<file path="src/rtl/core/lis_pkg.sv">
`default_nettype none

package lis_pkg;

	// Default sequence capacity
	localparam int MAX_ITEMS_DEF = 64;

	// Field widths
	localparam int VAL_W     = 32;
	localparam int LEN_W     = 7;
	localparam int TDATA_I_W = 32;
	localparam int TDATA_O_W = 40;

	// Engine sequencer states
	typedef enum logic [3:0] {
		ST_IDLE,   // wait for a word
		ST_SCAN,   // compare new value against stored entries
		ST_WRITE,  // store value and length, update best
		ST_PUSH,   // push current index onto trace stack
		ST_LOAD,   // latch value/length of current index
		ST_TSCAN,  // search earliest predecessor
		ST_ERD,    // read trace stack
		ST_EVAL,   // read element at traced index
		ST_EOUT    // hand result to output stage
	} lis_state_t;

	// One result word
	typedef struct packed {
		logic                    last;
		logic signed [VAL_W-1:0] element;
		logic [LEN_W-1:0]        length;
	} res_t;

endpackage

`default_nettype wire

</file>
<file path="src/rtl/core/lis_ram.sv">
`default_nettype none

module lis_ram
	import lis_pkg::*;
#(
	parameter int WIDTH = VAL_W,
	parameter int DEPTH = MAX_ITEMS_DEF
) (
	input  wire logic                       clk,
	input  wire logic                       wr_en,
	input  wire logic [$clog2(DEPTH)-1:0]   wr_addr,
	input  wire logic [WIDTH-1:0]           wr_data,
	input  wire logic                       rd_en,
	input  wire logic [$clog2(DEPTH)-1:0]   rd_addr,
	output      logic [WIDTH-1:0]           rd_data_q
);

	logic [WIDTH-1:0] mem_q [DEPTH];

	// One write and one registered read per cycle; read data holds when idle
	always_ff @(posedge clk) begin
		if (wr_en) begin
			mem_q[wr_addr] <= wr_data;
		end
		if (rd_en) begin
			rd_data_q <= mem_q[rd_addr];
		end
	end

endmodule

`default_nettype wire

</file>
<file path="src/rtl/core/lis_engine.sv">
`default_nettype none

module lis_engine
	import lis_pkg::*;
#(
	parameter int MAX_ITEMS = MAX_ITEMS_DEF
) (
	input  wire logic                    clk,
	input  wire logic                    arst_n,
	input  wire logic                    in_valid,
	output      logic                    in_ready,
	input  wire logic signed [VAL_W-1:0] in_value,
	input  wire logic                    in_last,
	output      logic                    res_valid,
	input  wire logic                    res_ready,
	output      res_t                    res
);

	localparam int IDX_W = $clog2(MAX_ITEMS);
	localparam int CNT_W = $clog2(MAX_ITEMS + 1);
	localparam logic [CNT_W-1:0] CNT_FULL = CNT_W'(MAX_ITEMS);

	lis_state_t state_q, state_d;

	// control state
	logic [CNT_W-1:0] count_q;
	logic [LEN_W-1:0] best_len_q;
	logic [IDX_W-1:0] best_idx_q;
	logic [LEN_W-1:0] k_q;
	logic             iss_act_q;
	logic             chk_s1;

	// working registers
	logic signed [VAL_W-1:0] val_q;
	logic [LEN_W-1:0]        len_q;
	logic [IDX_W-1:0]        pos_q;
	logic [IDX_W-1:0]        lim_q;
	logic                    last_q;
	logic [IDX_W-1:0]        cur_q;
	logic [IDX_W-1:0]        iss_q;
	logic [IDX_W-1:0]        chk_idx_s1;

	// memory ports
	logic                    seq_rd_en;
	logic [IDX_W-1:0]        seq_rd_addr;
	logic [LEN_W+VAL_W-1:0]  seq_rd_data;
	logic                    seq_wr_en;
	logic                    stk_wr_en;
	logic [IDX_W-1:0]        stk_wr_addr;
	logic                    stk_rd_en;
	logic [IDX_W-1:0]        stk_rd_data;

	logic signed [VAL_W-1:0] dout_val;
	logic [LEN_W-1:0]        dout_len;
	logic [LEN_W-1:0]        dout_len_p1;
	logic [IDX_W-1:0]        lim_m1;
	logic                    dout_less;
	logic                    chk_last;
	logic                    scan_hit;
	logic                    trace_hit;
	logic                    scan_rd;
	logic                    accept;
	logic                    full;
	logic                    nb_upd;
	logic [LEN_W-1:0]        nb_len;
	logic [IDX_W-1:0]        nb_idx;
	logic                    emit_done;

	// value and length per index, one entry per stored word
	lis_ram #(
		.WIDTH(LEN_W + VAL_W),
		.DEPTH(MAX_ITEMS)
	) u_seq_ram (
		.clk      (clk),
		.wr_en    (seq_wr_en),
		.wr_addr  (pos_q),
		.wr_data  ({len_q, val_q}),
		.rd_en    (seq_rd_en),
		.rd_addr  (seq_rd_addr),
		.rd_data_q(seq_rd_data)
	);

	// traced indices, filled from the end backward
	lis_ram #(
		.WIDTH(IDX_W),
		.DEPTH(MAX_ITEMS)
	) u_stk_ram (
		.clk      (clk),
		.wr_en    (stk_wr_en),
		.wr_addr  (stk_wr_addr),
		.wr_data  (cur_q),
		.rd_en    (stk_rd_en),
		.rd_addr  (k_q[IDX_W-1:0]),
		.rd_data_q(stk_rd_data)
	);

	// compare datapath
	always_comb begin
		dout_len    = seq_rd_data[LEN_W+VAL_W-1:VAL_W];
		dout_val    = seq_rd_data[VAL_W-1:0];
		dout_len_p1 = dout_len + 1'b1;
		lim_m1      = lim_q - 1'b1;
		dout_less   = dout_val < val_q;
		chk_last    = chk_s1 && (chk_idx_s1 == lim_m1);
		scan_hit    = chk_s1 && dout_less && (dout_len_p1 > len_q);
		trace_hit   = chk_s1 && dout_less && (dout_len_p1 == len_q);
		accept      = in_valid && in_ready;
		full        = count_q == CNT_FULL;
		nb_upd      = len_q > best_len_q;
		nb_len      = nb_upd ? len_q : best_len_q;
		nb_idx      = nb_upd ? pos_q : best_idx_q;
		emit_done   = k_q == LEN_W'(best_len_q - 1'b1);
		stk_wr_addr = IDX_W'(k_q - 1'b1);
	end

	// next state
	always_comb begin
		state_d = state_q;
		unique case (state_q)
			ST_IDLE: begin
				if (accept) begin
					if (full) begin
						state_d = in_last ? ST_PUSH : ST_IDLE;
					end else if (count_q == '0) begin
						state_d = ST_WRITE;
					end else begin
						state_d = ST_SCAN;
					end
				end
			end
			ST_SCAN: begin
				if (chk_last) state_d = ST_WRITE;
			end
			ST_WRITE: begin
				state_d = last_q ? ST_PUSH : ST_IDLE;
			end
			ST_PUSH: begin
				state_d = (k_q == LEN_W'(1)) ? ST_ERD : ST_LOAD;
			end
			ST_LOAD: begin
				state_d = (cur_q == '0) ? ST_PUSH : ST_TSCAN;
			end
			ST_TSCAN: begin
				if (trace_hit || chk_last) state_d = ST_PUSH;
			end
			ST_ERD: begin
				state_d = ST_EVAL;
			end
			ST_EVAL: begin
				state_d = ST_EOUT;
			end
			ST_EOUT: begin
				if (res_ready) state_d = emit_done ? ST_IDLE : ST_ERD;
			end
			default: begin
				state_d = ST_IDLE;
			end
		endcase
	end

	// state outputs
	always_comb begin
		in_ready    = 1'b0;
		res_valid   = 1'b0;
		seq_rd_en   = 1'b0;
		seq_rd_addr = iss_q;
		seq_wr_en   = 1'b0;
		stk_wr_en   = 1'b0;
		stk_rd_en   = 1'b0;
		scan_rd     = 1'b0;
		unique case (state_q)
			ST_IDLE: begin
				in_ready = 1'b1;
			end
			ST_SCAN, ST_TSCAN: begin
				seq_rd_en = iss_act_q;
				scan_rd   = iss_act_q;
			end
			ST_WRITE: begin
				seq_wr_en = 1'b1;
			end
			ST_PUSH: begin
				stk_wr_en   = 1'b1;
				seq_rd_en   = k_q != LEN_W'(1);
				seq_rd_addr = cur_q;
			end
			ST_ERD: begin
				stk_rd_en = 1'b1;
			end
			ST_EVAL: begin
				seq_rd_en   = 1'b1;
				seq_rd_addr = stk_rd_data;
			end
			ST_EOUT: begin
				res_valid = 1'b1;
			end
			default: begin
				in_ready = 1'b0;
			end
		endcase
	end

	assign res.last    = emit_done;
	assign res.element = dout_val;
	assign res.length  = best_len_q;

	// control registers
	always_ff @(posedge clk or negedge arst_n) begin
		if (!arst_n) begin
			state_q    <= ST_IDLE;
			count_q    <= '0;
			best_len_q <= LEN_W'(1);
			best_idx_q <= '0;
			k_q        <= '0;
			iss_act_q  <= 1'b0;
			chk_s1     <= 1'b0;
		end else begin
			state_q <= state_d;
			chk_s1  <= scan_rd;
			// read issue runs from index 0 up to lim - 1
			if (scan_rd && (iss_q == lim_m1)) begin
				iss_act_q <= 1'b0;
			end
			unique case (state_q)
				ST_IDLE: begin
					if (accept) begin
						k_q <= best_len_q;
						if (!full && (count_q != '0)) iss_act_q <= 1'b1;
					end
				end
				ST_WRITE: begin
					count_q    <= count_q + 1'b1;
					best_len_q <= nb_len;
					best_idx_q <= nb_idx;
					k_q        <= nb_len;
				end
				ST_PUSH: begin
					k_q <= k_q - 1'b1;
				end
				ST_LOAD: begin
					if (cur_q != '0) iss_act_q <= 1'b1;
				end
				ST_EOUT: begin
					if (res_ready) begin
						if (emit_done) begin
							count_q    <= '0;
							best_len_q <= LEN_W'(1);
							best_idx_q <= '0;
						end else begin
							k_q <= k_q + 1'b1;
						end
					end
				end
				default: begin
				end
			endcase
		end
	end

	// working registers
	always_ff @(posedge clk) begin
		chk_idx_s1 <= iss_q;
		if (scan_rd) iss_q <= iss_q + 1'b1;
		unique case (state_q)
			ST_IDLE: begin
				if (accept) begin
					val_q  <= in_value;
					last_q <= in_last;
					pos_q  <= count_q[IDX_W-1:0];
					lim_q  <= count_q[IDX_W-1:0];
					len_q  <= LEN_W'(1);
					iss_q  <= '0;
					cur_q  <= best_idx_q;
				end
			end
			ST_SCAN: begin
				if (scan_hit) len_q <= dout_len_p1;
			end
			ST_WRITE: begin
				cur_q <= nb_idx;
			end
			ST_LOAD: begin
				val_q <= dout_val;
				len_q <= dout_len;
				lim_q <= cur_q;
				iss_q <= '0;
			end
			ST_TSCAN: begin
				if (trace_hit) cur_q <= chk_idx_s1;
			end
			default: begin
			end
		endcase
	end

endmodule

`default_nettype wire

</file>
<file path="src/rtl/core/longest_increasing_subsequence.sv">
// Longest strictly increasing subsequence of a signed 32-bit stream.
//
// Input channel s_*: one word per sequence element, s_tlast on the final one.
// Output channel m_*: one word per element of the subsequence, in original
// order, each carrying the subsequence length; m_tlast marks its final word.
// Up to MAX_ITEMS elements are kept; further elements of a sequence are
// dropped, a dropped word with s_tlast still closes the sequence.
// Each element is compared with every stored entry by one sequential read
// per entry from the value/length memory. After the last element each
// trace-back step searches the entries below the current index, and each
// output word is read from the trace stack, then the value/length memory.
// One sequence is processed at a time; s_tready is low from the closing
// word until the final output word is handed to the output register.
// A stalled receiver holds the output register and halts the emitter.
// Reset clears counters and best-length tracking; memory contents need no
// clearing since every entry is written before it is read.
`default_nettype none

module longest_increasing_subsequence
	import lis_pkg::*;
#(
	parameter int MAX_ITEMS = MAX_ITEMS_DEF
) (
	input  wire logic                 clk,
	input  wire logic                 arst_n,
	input  wire logic                 s_tvalid,
	output      logic                 s_tready,
	input  wire logic [TDATA_I_W-1:0] s_tdata,  // [31:0] value
	input  wire logic                 s_tlast,
	output      logic                 m_tvalid,
	input  wire logic                 m_tready,
	output      logic [TDATA_O_W-1:0] m_tdata,  // [6:0] length, [38:7] element
	output      logic                 m_tlast
);

	localparam int PAD_W = TDATA_O_W - LEN_W - VAL_W;

	logic res_valid;
	logic res_ready;
	res_t res;
	res_t out_q;
	logic out_vld_q;

	lis_engine #(
		.MAX_ITEMS(MAX_ITEMS)
	) u_engine (
		.clk      (clk),
		.arst_n   (arst_n),
		.in_valid (s_tvalid),
		.in_ready (s_tready),
		.in_value (s_tdata[VAL_W-1:0]),
		.in_last  (s_tlast),
		.res_valid(res_valid),
		.res_ready(res_ready),
		.res      (res)
	);

	// output register
	assign res_ready = !out_vld_q || m_tready;

	always_ff @(posedge clk or negedge arst_n) begin
		if (!arst_n) begin
			out_vld_q <= 1'b0;
		end else if (res_ready) begin
			out_vld_q <= res_valid;
		end
	end

	always_ff @(posedge clk) begin
		if (res_valid && res_ready) out_q <= res;
	end

	assign m_tvalid = out_vld_q;
	assign m_tdata  = {{PAD_W{1'b0}}, out_q.element, out_q.length};
	assign m_tlast  = out_q.last;

endmodule

`default_nettype wire

</file>
<file path="config.mk">
export PLATFORM = sky130hd
export DESIGN_NAME = longest_increasing_subsequence
export DESIGN_NICKNAME = d
export VERILOG_FILES = /design/src/rtl/core/lis_pkg.sv /design/src/rtl/core/lis_ram.sv /design/src/rtl/core/lis_engine.sv /design/src/rtl/core/longest_increasing_subsequence.sv
export SDC_FILE = /design/constraint.sdc
export NUM_CORES = 2
export LEC_CHECK = 0
export BUFFER_PORTS_ARGS = -buffer_cell sky130_fd_sc_hd__buf_2
export CORE_ASPECT_RATIO = 0.5
export CORE_MARGIN = 2
export CORE_UTILIZATION = 39
export CTS_CLUSTER_SIZE = 16
export DETAILED_ROUTE_END_ITERATION = 7
export GPL_ROUTABILITY_DRIVEN = 0
export PLACE_DENSITY = 0.67
export SLEW_MARGIN = 20
export SYNTH_ARGS = -nofsm -noshare
export SYNTH_HDL_FRONTEND = slang
export SYNTH_SLANG_ARGS = --single-unit
</file>
<file path="constraint.sdc">
create_clock -name clk -period 4 [get_ports clk]
set_input_delay 1.2 -clock clk [delete_from_list [all_inputs] [get_ports clk]]
set_output_delay 1.2 -clock clk [all_outputs]
set_load 0.005 [all_outputs]
</file>
After elaboration in Yosys (flattened, before gate mapping)
Memory sizes are Yosys's and may differ from the RTL's. A register that Yosys moved wholly into a read port is not among the register bits.
Index checks and enable logic that the tools add are counted.

cells by class
  muxes and demuxes = 57
  reduce and logical (&&, ||, !) cells = 30
  order comparisons = 3
  equal/unequal tests = 23
  add/sub/neg operators = 7

operators by type and width
  cell                 number
  $mux 7               10
  $pmux 32 s2          1
  $mux 6               8
  $pmux 6 s2           4
  $pmux 4 s9           1
  $lt 32x32->1         1
  $mux 32              1
  $pmux 7 s2           2
  $pmux 7 s4           1
  $add 7x1->7 const B  3
  $pmux 7 s3           1
  $mux 4               5
  $pmux 6 s3           1
  $eq 4x3->1 const B   4
  $eq 7x7->1           2
  $gt 7x7->1           2
  $mux 1               14
  $sub 7x1->7 const B  2
  $eq 6x6->1           2
  $ne 2x1->1 const B   6
  $reduce_and 3->1     3
  $eq 4x2->1 const B   2
  $logic_and 1x1->1    8
  $mux 2               4
  other kinds (24)     32

storage, ports and cells
  output and inout port bits = 43
  memories kept = 2
  RAM bits = 2880
  logic and storage cells = 141
  bits in registers = 144
  input bits = 37

memory list
  memory                    words  bits a word  rd ports  clocked after Yosys merged registers in  wr ports  line           text
  u_engine.u_seq_ram.mem_q  64     39           1         1                                        1         lis_ram.sv:18  logic [WIDTH-1:0] mem_q [DEPTH];
  u_engine.u_stk_ram.mem_q  64     6            1         1                                        1         lis_ram.sv:18

Longest topological paths before layout
  depth in word-level cells = 8
  mapped depth = 14
  gate-level depth less buffers = 10

By module
Synthesis repeated with hierarchy kept, for this count alone.

second synthesis, totals
  cell total of the unflattened synthesis = 5543
  area total of the unflattened synthesis = 118875.3 um^2

modules (own cells, without submodules)
  module                          instances  cells an instance  area each (um^2)  seq. area each (um^2)
  lis_ram (u_engine.u_seq_ram)    1          4059               95743.1           76123.0
  lis_ram (u_engine.u_stk_ram)    1          720                15285.9           11711.2
  lis_engine                      1          718                6580.1            2808.9
  longest_increasing_subsequence  1          46                 1266.2            1226.2

Least setup slack after synthesis
Ideal clock, no wire load.

  path kind = input-to-reg
  start point = input port m_tready
  end point = register u_engine.count_q[4]
  setup slack = -0.255 ns
  cell stages on the path = 7
  buffers on the path = 1
  required time = 3.865 ns
  arrival time = 4.120 ns
  library setup time = 0.135 ns
  cell sequence = nor2b_1 > and2_0 > clkbuf_1 > nor2_1 > nand3_1 > nand2b_1 > mux2i_1

between the ends
  word-level cells in the longest chain between the ends = 3

ends and longest elaborated chain
  element                     line                                  text
  start: declaration          longest_increasing_subsequence.sv:31  input wire logic m_tready,
  $logic_or 1x1->1            longest_increasing_subsequence.sv:59  assign res_ready = !out_vld_q || m_tready;
  $ne 2x2->1 (no line)        --
  $reduce_and 3->1 (no line)  --
  end signal: assignment      lis_engine.sv:232                     count_q <= count_q + 1'b1;
  end: declaration            lis_engine.sv:26                      logic [CNT_W-1:0] count_q;

No other way between the ends.
A chain may end at the register's enable or synchronous reset.

Final worst setup path
  start point = register u_engine.state_q[0]
  end point = register u_engine.u_seq_ram.rd_data_q[35] (read register of u_engine.u_seq_ram.mem_q) (data pin)

between the ends
  word-level cells in the longest chain between the ends = 3
  elaborated cells on any way between the ends = 7
  those cells by class = 4 x eq/ne; 2 x mux; 1 x reduce/logical

ends and longest elaborated chain
  element                                   line               text
  start: declaration                        lis_engine.sv:23   lis_state_t state_q, state_d;
  start signal: assignment                  lis_engine.sv:218  state_q <= state_d;
  $eq 4x1->1 or $eq 4x3->1 (tied branches)  lis_engine.sv:171  unique case (state_q)
  $reduce_or 2->1                           lis_engine.sv:171
  $pmux 1 s3                                lis_engine.sv:171
  end: declaration                          lis_ram.sv:15      output logic [WIDTH-1:0] rd_data_q

Parallel ways exist; a longest one is shown, timed or not.

==> summary.txt <==
STA
  • Max Freq: 251 MHz
  • Max-Slew Margin vs Limit: 0.239
  • Setup Skew: 0.0870 ns
  • RSZ-0062 raised after global routing: no
  • Worst hold slack: 0.468 ns
  • Max-slew violation count: 0
  • Final min period: 3.98 ns
  • Final setup fails: 0
  • Period utilization: 0.994
  • Least-Margin Pin Slew: 1.14 ns
  • Hold Fails Final Rpt: 0

Critical path
  • FF-to-FF setup slack: 0.02 ns
  • CP Launch Type: flop
  • CP delay by family, top: compound AO/OA/AOI/OAI gates
  • R2R depth: 9
  • Slowest library cell on the worst path: o21ai_1
  • Worst path arrival time: 4.51 ns
  • CP Class: flop to flop
  • Reg2reg end: u_engine.u_seq_ram.rd_data_q[35]
  • Worst Path Buf+Inv: 3
  • Most used cell, CP: buf_12
  • R2r startpoint: u_engine.state_q[0]
  • Worst setup EP type: flop
  • Chain of cells forming the critical path: and3b_4 > a211o_4 > buf_12 > buf_12 > buf_12 > mux4_2 > a22o_1 > o21ai_1 > nand3b_1
  • Max incr delay on CP: 0.69 ns
  • Required time worst endpoint: 4.53 ns
  • Worst Path Max Fanout: 35

Yosys
  • Commonest cells post-synth: edfxtp_1, nand2_1, a21oi_1, a211oi_1, clkbuf_1
  • Complex-gate fraction of the synthesized area: 0.0955
  • Synth unique cells: 77
  • Post-synthesis adder-cell area fraction: 0.00555
  • Register area share after synthesis: 0.755
  • Syn Area/Cell: 16.0 um^2
  • Post-synth EDFFs: 3023
  • Synth Area in Simple Gates: 0.0573
  • Largest family of logic cells by synthesized area: compound AO/OA/AOI/OAI gates
  • Ys flop type: edfxtp_1
  • Top cells by area, synth: edfxtp_1, mux4_2, nand2_1
  • Mapped cell area: 122000 um^2
  • Cell taking the most area after synthesis: edfxtp_1
  • #FFs+latches synth: 3069
  • Post-synth ARST share: 0.0111
  • Cells after Synth: 7590
  • Count leader, synth: edfxtp_1
  • Synth Area in XOR/XNOR: 0.00309
  • Share of the synthesized area in the top cell type: 0.746
  • Synth warn: 0
  • Mux contribution to synthesized area: 0.0611
  • Syn nets: 7681

Die
  • Die W: 794 um
  • Core area: 309000 um^2
  • Die area: 317000 um^2
  • IO Count: 80
  • Number of cell rows: 144
  • Die Ht: 399 um
  • Initial core utilization: 0.394

Power and ir drop
  • Leak Pwr: 44.6 nW
  • Comb pwr share: 0.347
  • Internal power: 65.5 mW
  • Pwr dens: 734 nW/um^2
  • Clock Power Share: 0.258
  • Design Power: 102 mW
  • Peak VDD IR: 0.000768 V
  • Psw: 36.7 mW
  • Sequential share of power: 0.395
  • Switching portion of total power: 0.359

Routing
  • TritonRoute pass-1 iters: 6
  • Vias/cell: 6.02
  • DRC: 0
  • Routed via count: 73400
  • Detailed Route Iter0 Violations: 10200
  • WL/cell: 28.3 um
  • Routed Antenna Nets: 0
  • Overall routed net length: 345000 um

Clock tree
  • Worst-Skew Late Latency: 0.87 ns
  • H-tree depth: 5
  • Total CTS buffers: 288
  • CTS tree: yes
  • Reg clk slew, reported paths: 0.06 ns
  • CTS root buf: clkbuf_16
  • Hold buffer count at CTS: 0
  • CTS sink cnt: 3069
  • Maximum clock path buffer count: 4

Run status
  • Status: finished clean

Cells and area
  • Final net count: 7919
  • Share of post-route cells with drive strength above 1: 0.153
  • FILL cells: 26300
  • Area delta synth->final: 14.3%
  • Final core occ: 0.450
  • Non-filler cells, final: 12200

Run
  • MaxCap Viol Count: 0

GRT
  • Pin count of the biggest net entering global routing: 109
  • Initial antenna violation count: 14
  • Grt total ovfl: 0
  • First-pass GRT wire length: 493000 um
  • All-layer global routing usage: 0.210
  • Vias in the first global route: 69800

Placement
  • Placed instance count: 11700
  • Post-DP HPWL: 193000 um
  • Port Buffer Count: 78

Worst hold path
  • Worst hold path class: primary input to async pin
-- worst max path at each step --
stage | end | start | slack [ns] | depth (start not counted)
after global placement | u_engine.u_seq_ram.rd_data_q[38] | u_engine.state_q[3] | -0.47 | 9
after CTS | u_engine.u_seq_ram.rd_data_q[4] | u_engine.state_q[0] | 0.03 | 9
final | u_engine.u_seq_ram.rd_data_q[35] | u_engine.state_q[0] | 0.02 | 9
after detailed placement | u_engine.u_seq_ram.rd_data_q[20] | u_engine.state_q[2] | -0.27 | 10
after global routing | u_engine.u_seq_ram.rd_data_q[13] | u_engine.state_q[2] | 0.06 | 9
after floorplan | u_engine.u_seq_ram.mem_q[31][0] | u_engine.state_q[2] | 0.10 | 6
-- power by group through the flow --
| stage | Combinational, mW | Sequential, mW | Clock [mW] |
|---|---|---|---|
| after global routing | 37.7 | 40.4 | 27.7 |
| after global placement | 34.3 | 41.0 | 0 |
| final | 35.5 | 40.4 | 26.4 |
| after floorplan | 20.8 | 41.4 | 0 |
| after CTS | 35.1 | 40.3 | 26.6 |
| after detailed placement | 34.9 | 41.0 | 0 |
-- placed cells by master, fill, tap and decap left out, types with 31 or more instances in the layout --
master,instances
a2111oi_0,102
a211oi_1,308
a21oi_1,542
a221oi_1,44
a22o_1,45
a22oi_1,73
a31o_2,31
a32o_1,31
a32oi_1,69
buf_12,123
buf_2,79
buf_4,263
clkbuf_1,77
clkbuf_16,296
clkinv_1,47
clkinv_2,42
edfxtp_1,3023
ha_1,54
inv_1,161
mux2i_1,200
mux4_2,236
nand2_1,945
nand3_1,108
nand3b_1,38
nor2_1,113
nor2_4,68
nor3_1,141
nor4_1,77
o21ai_0,107
o221ai_1,40
o22a_1,31
o22ai_1,114
-- worst register-to-register path, stage by stage (launching register included) --
cell and delay, ns:
dfrtp_1 0.46, and3b_4 0.40, a211o_4 0.53, buf_12 0.29, buf_12 0.29, buf_12 0.25, mux4_2 0.37, a22o_1 0.24
o21ai_1 0.69, nand3b_1 0.16
-- routing by layer --
metal  track usage  part of all wire
met5             0          0.000038
met2         0.334              0.46
met1         0.291              0.39
met3        0.0359              0.11
met4        0.0812             0.042
-- timing repair --
action / in CTS / in global routing
resized for setup: 3 / 4
buffers inserted: 3 / 3
setup endpoints to repair: 3 / 10
pin swaps: 1 / 0
-- through the flow --
| stage | setup slack, ns | area, um^2 | setup TNS, ns |
|---|---|---|---|
| 2_1_floorplan | 0.103 | 122000 | 0 |
| 3_3_place_gp | -0.471 | 130000 | -1.13 |
| 3_5_place_dp | -0.265 | 130000 | -0.349 |
| 4_1_cts | 0.0318 | 139000 | 0 |
| 5_1_grt | 0.0572 | 139000 | 0 |
| 6_report | 0.0222 | 139000 | 0 |
-- flip-flops by register name, indices dropped and copies added (netlist names), 32 cells and up --
signal                        count
u_engine.u_seq_ram.mem_q       2496
u_engine.u_stk_ram.mem_q        384
m_tdata                          39
u_engine.u_seq_ram.rd_data_q     39
u_engine.val_q                   32
-- kinds of logic (layout without fill, tap and decap cells) --
family	after synthesis	in the layout
DFF	3069	3069
AOI/OAI and AO/OA	1697	1697
and+or+nand+nor	1601	1601
buffers and inverters	678	1126
muxes	447	447
adders and majority gates	54	54
xor gates and xnor gates	43	43
other	1	6
-- layout make-up --
cell class / count / area (um^2) / area share
clock buffer: 374 / 7710 / 0.0554
sequential: 3069 / 91900 / 0.660
multi-input combinational: 3843 / 27800 / 0.200
timing repair buffer: 465 / 4830 / 0.0347
antenna: 5 / 12.5 / 0.0000899
tap: 4161 / 5210 / 0.0374
clock inverter: 126 / 1070 / 0.00769
inverter: 161 / 604 / 0.00434
(Power assumes the default switching activity.)
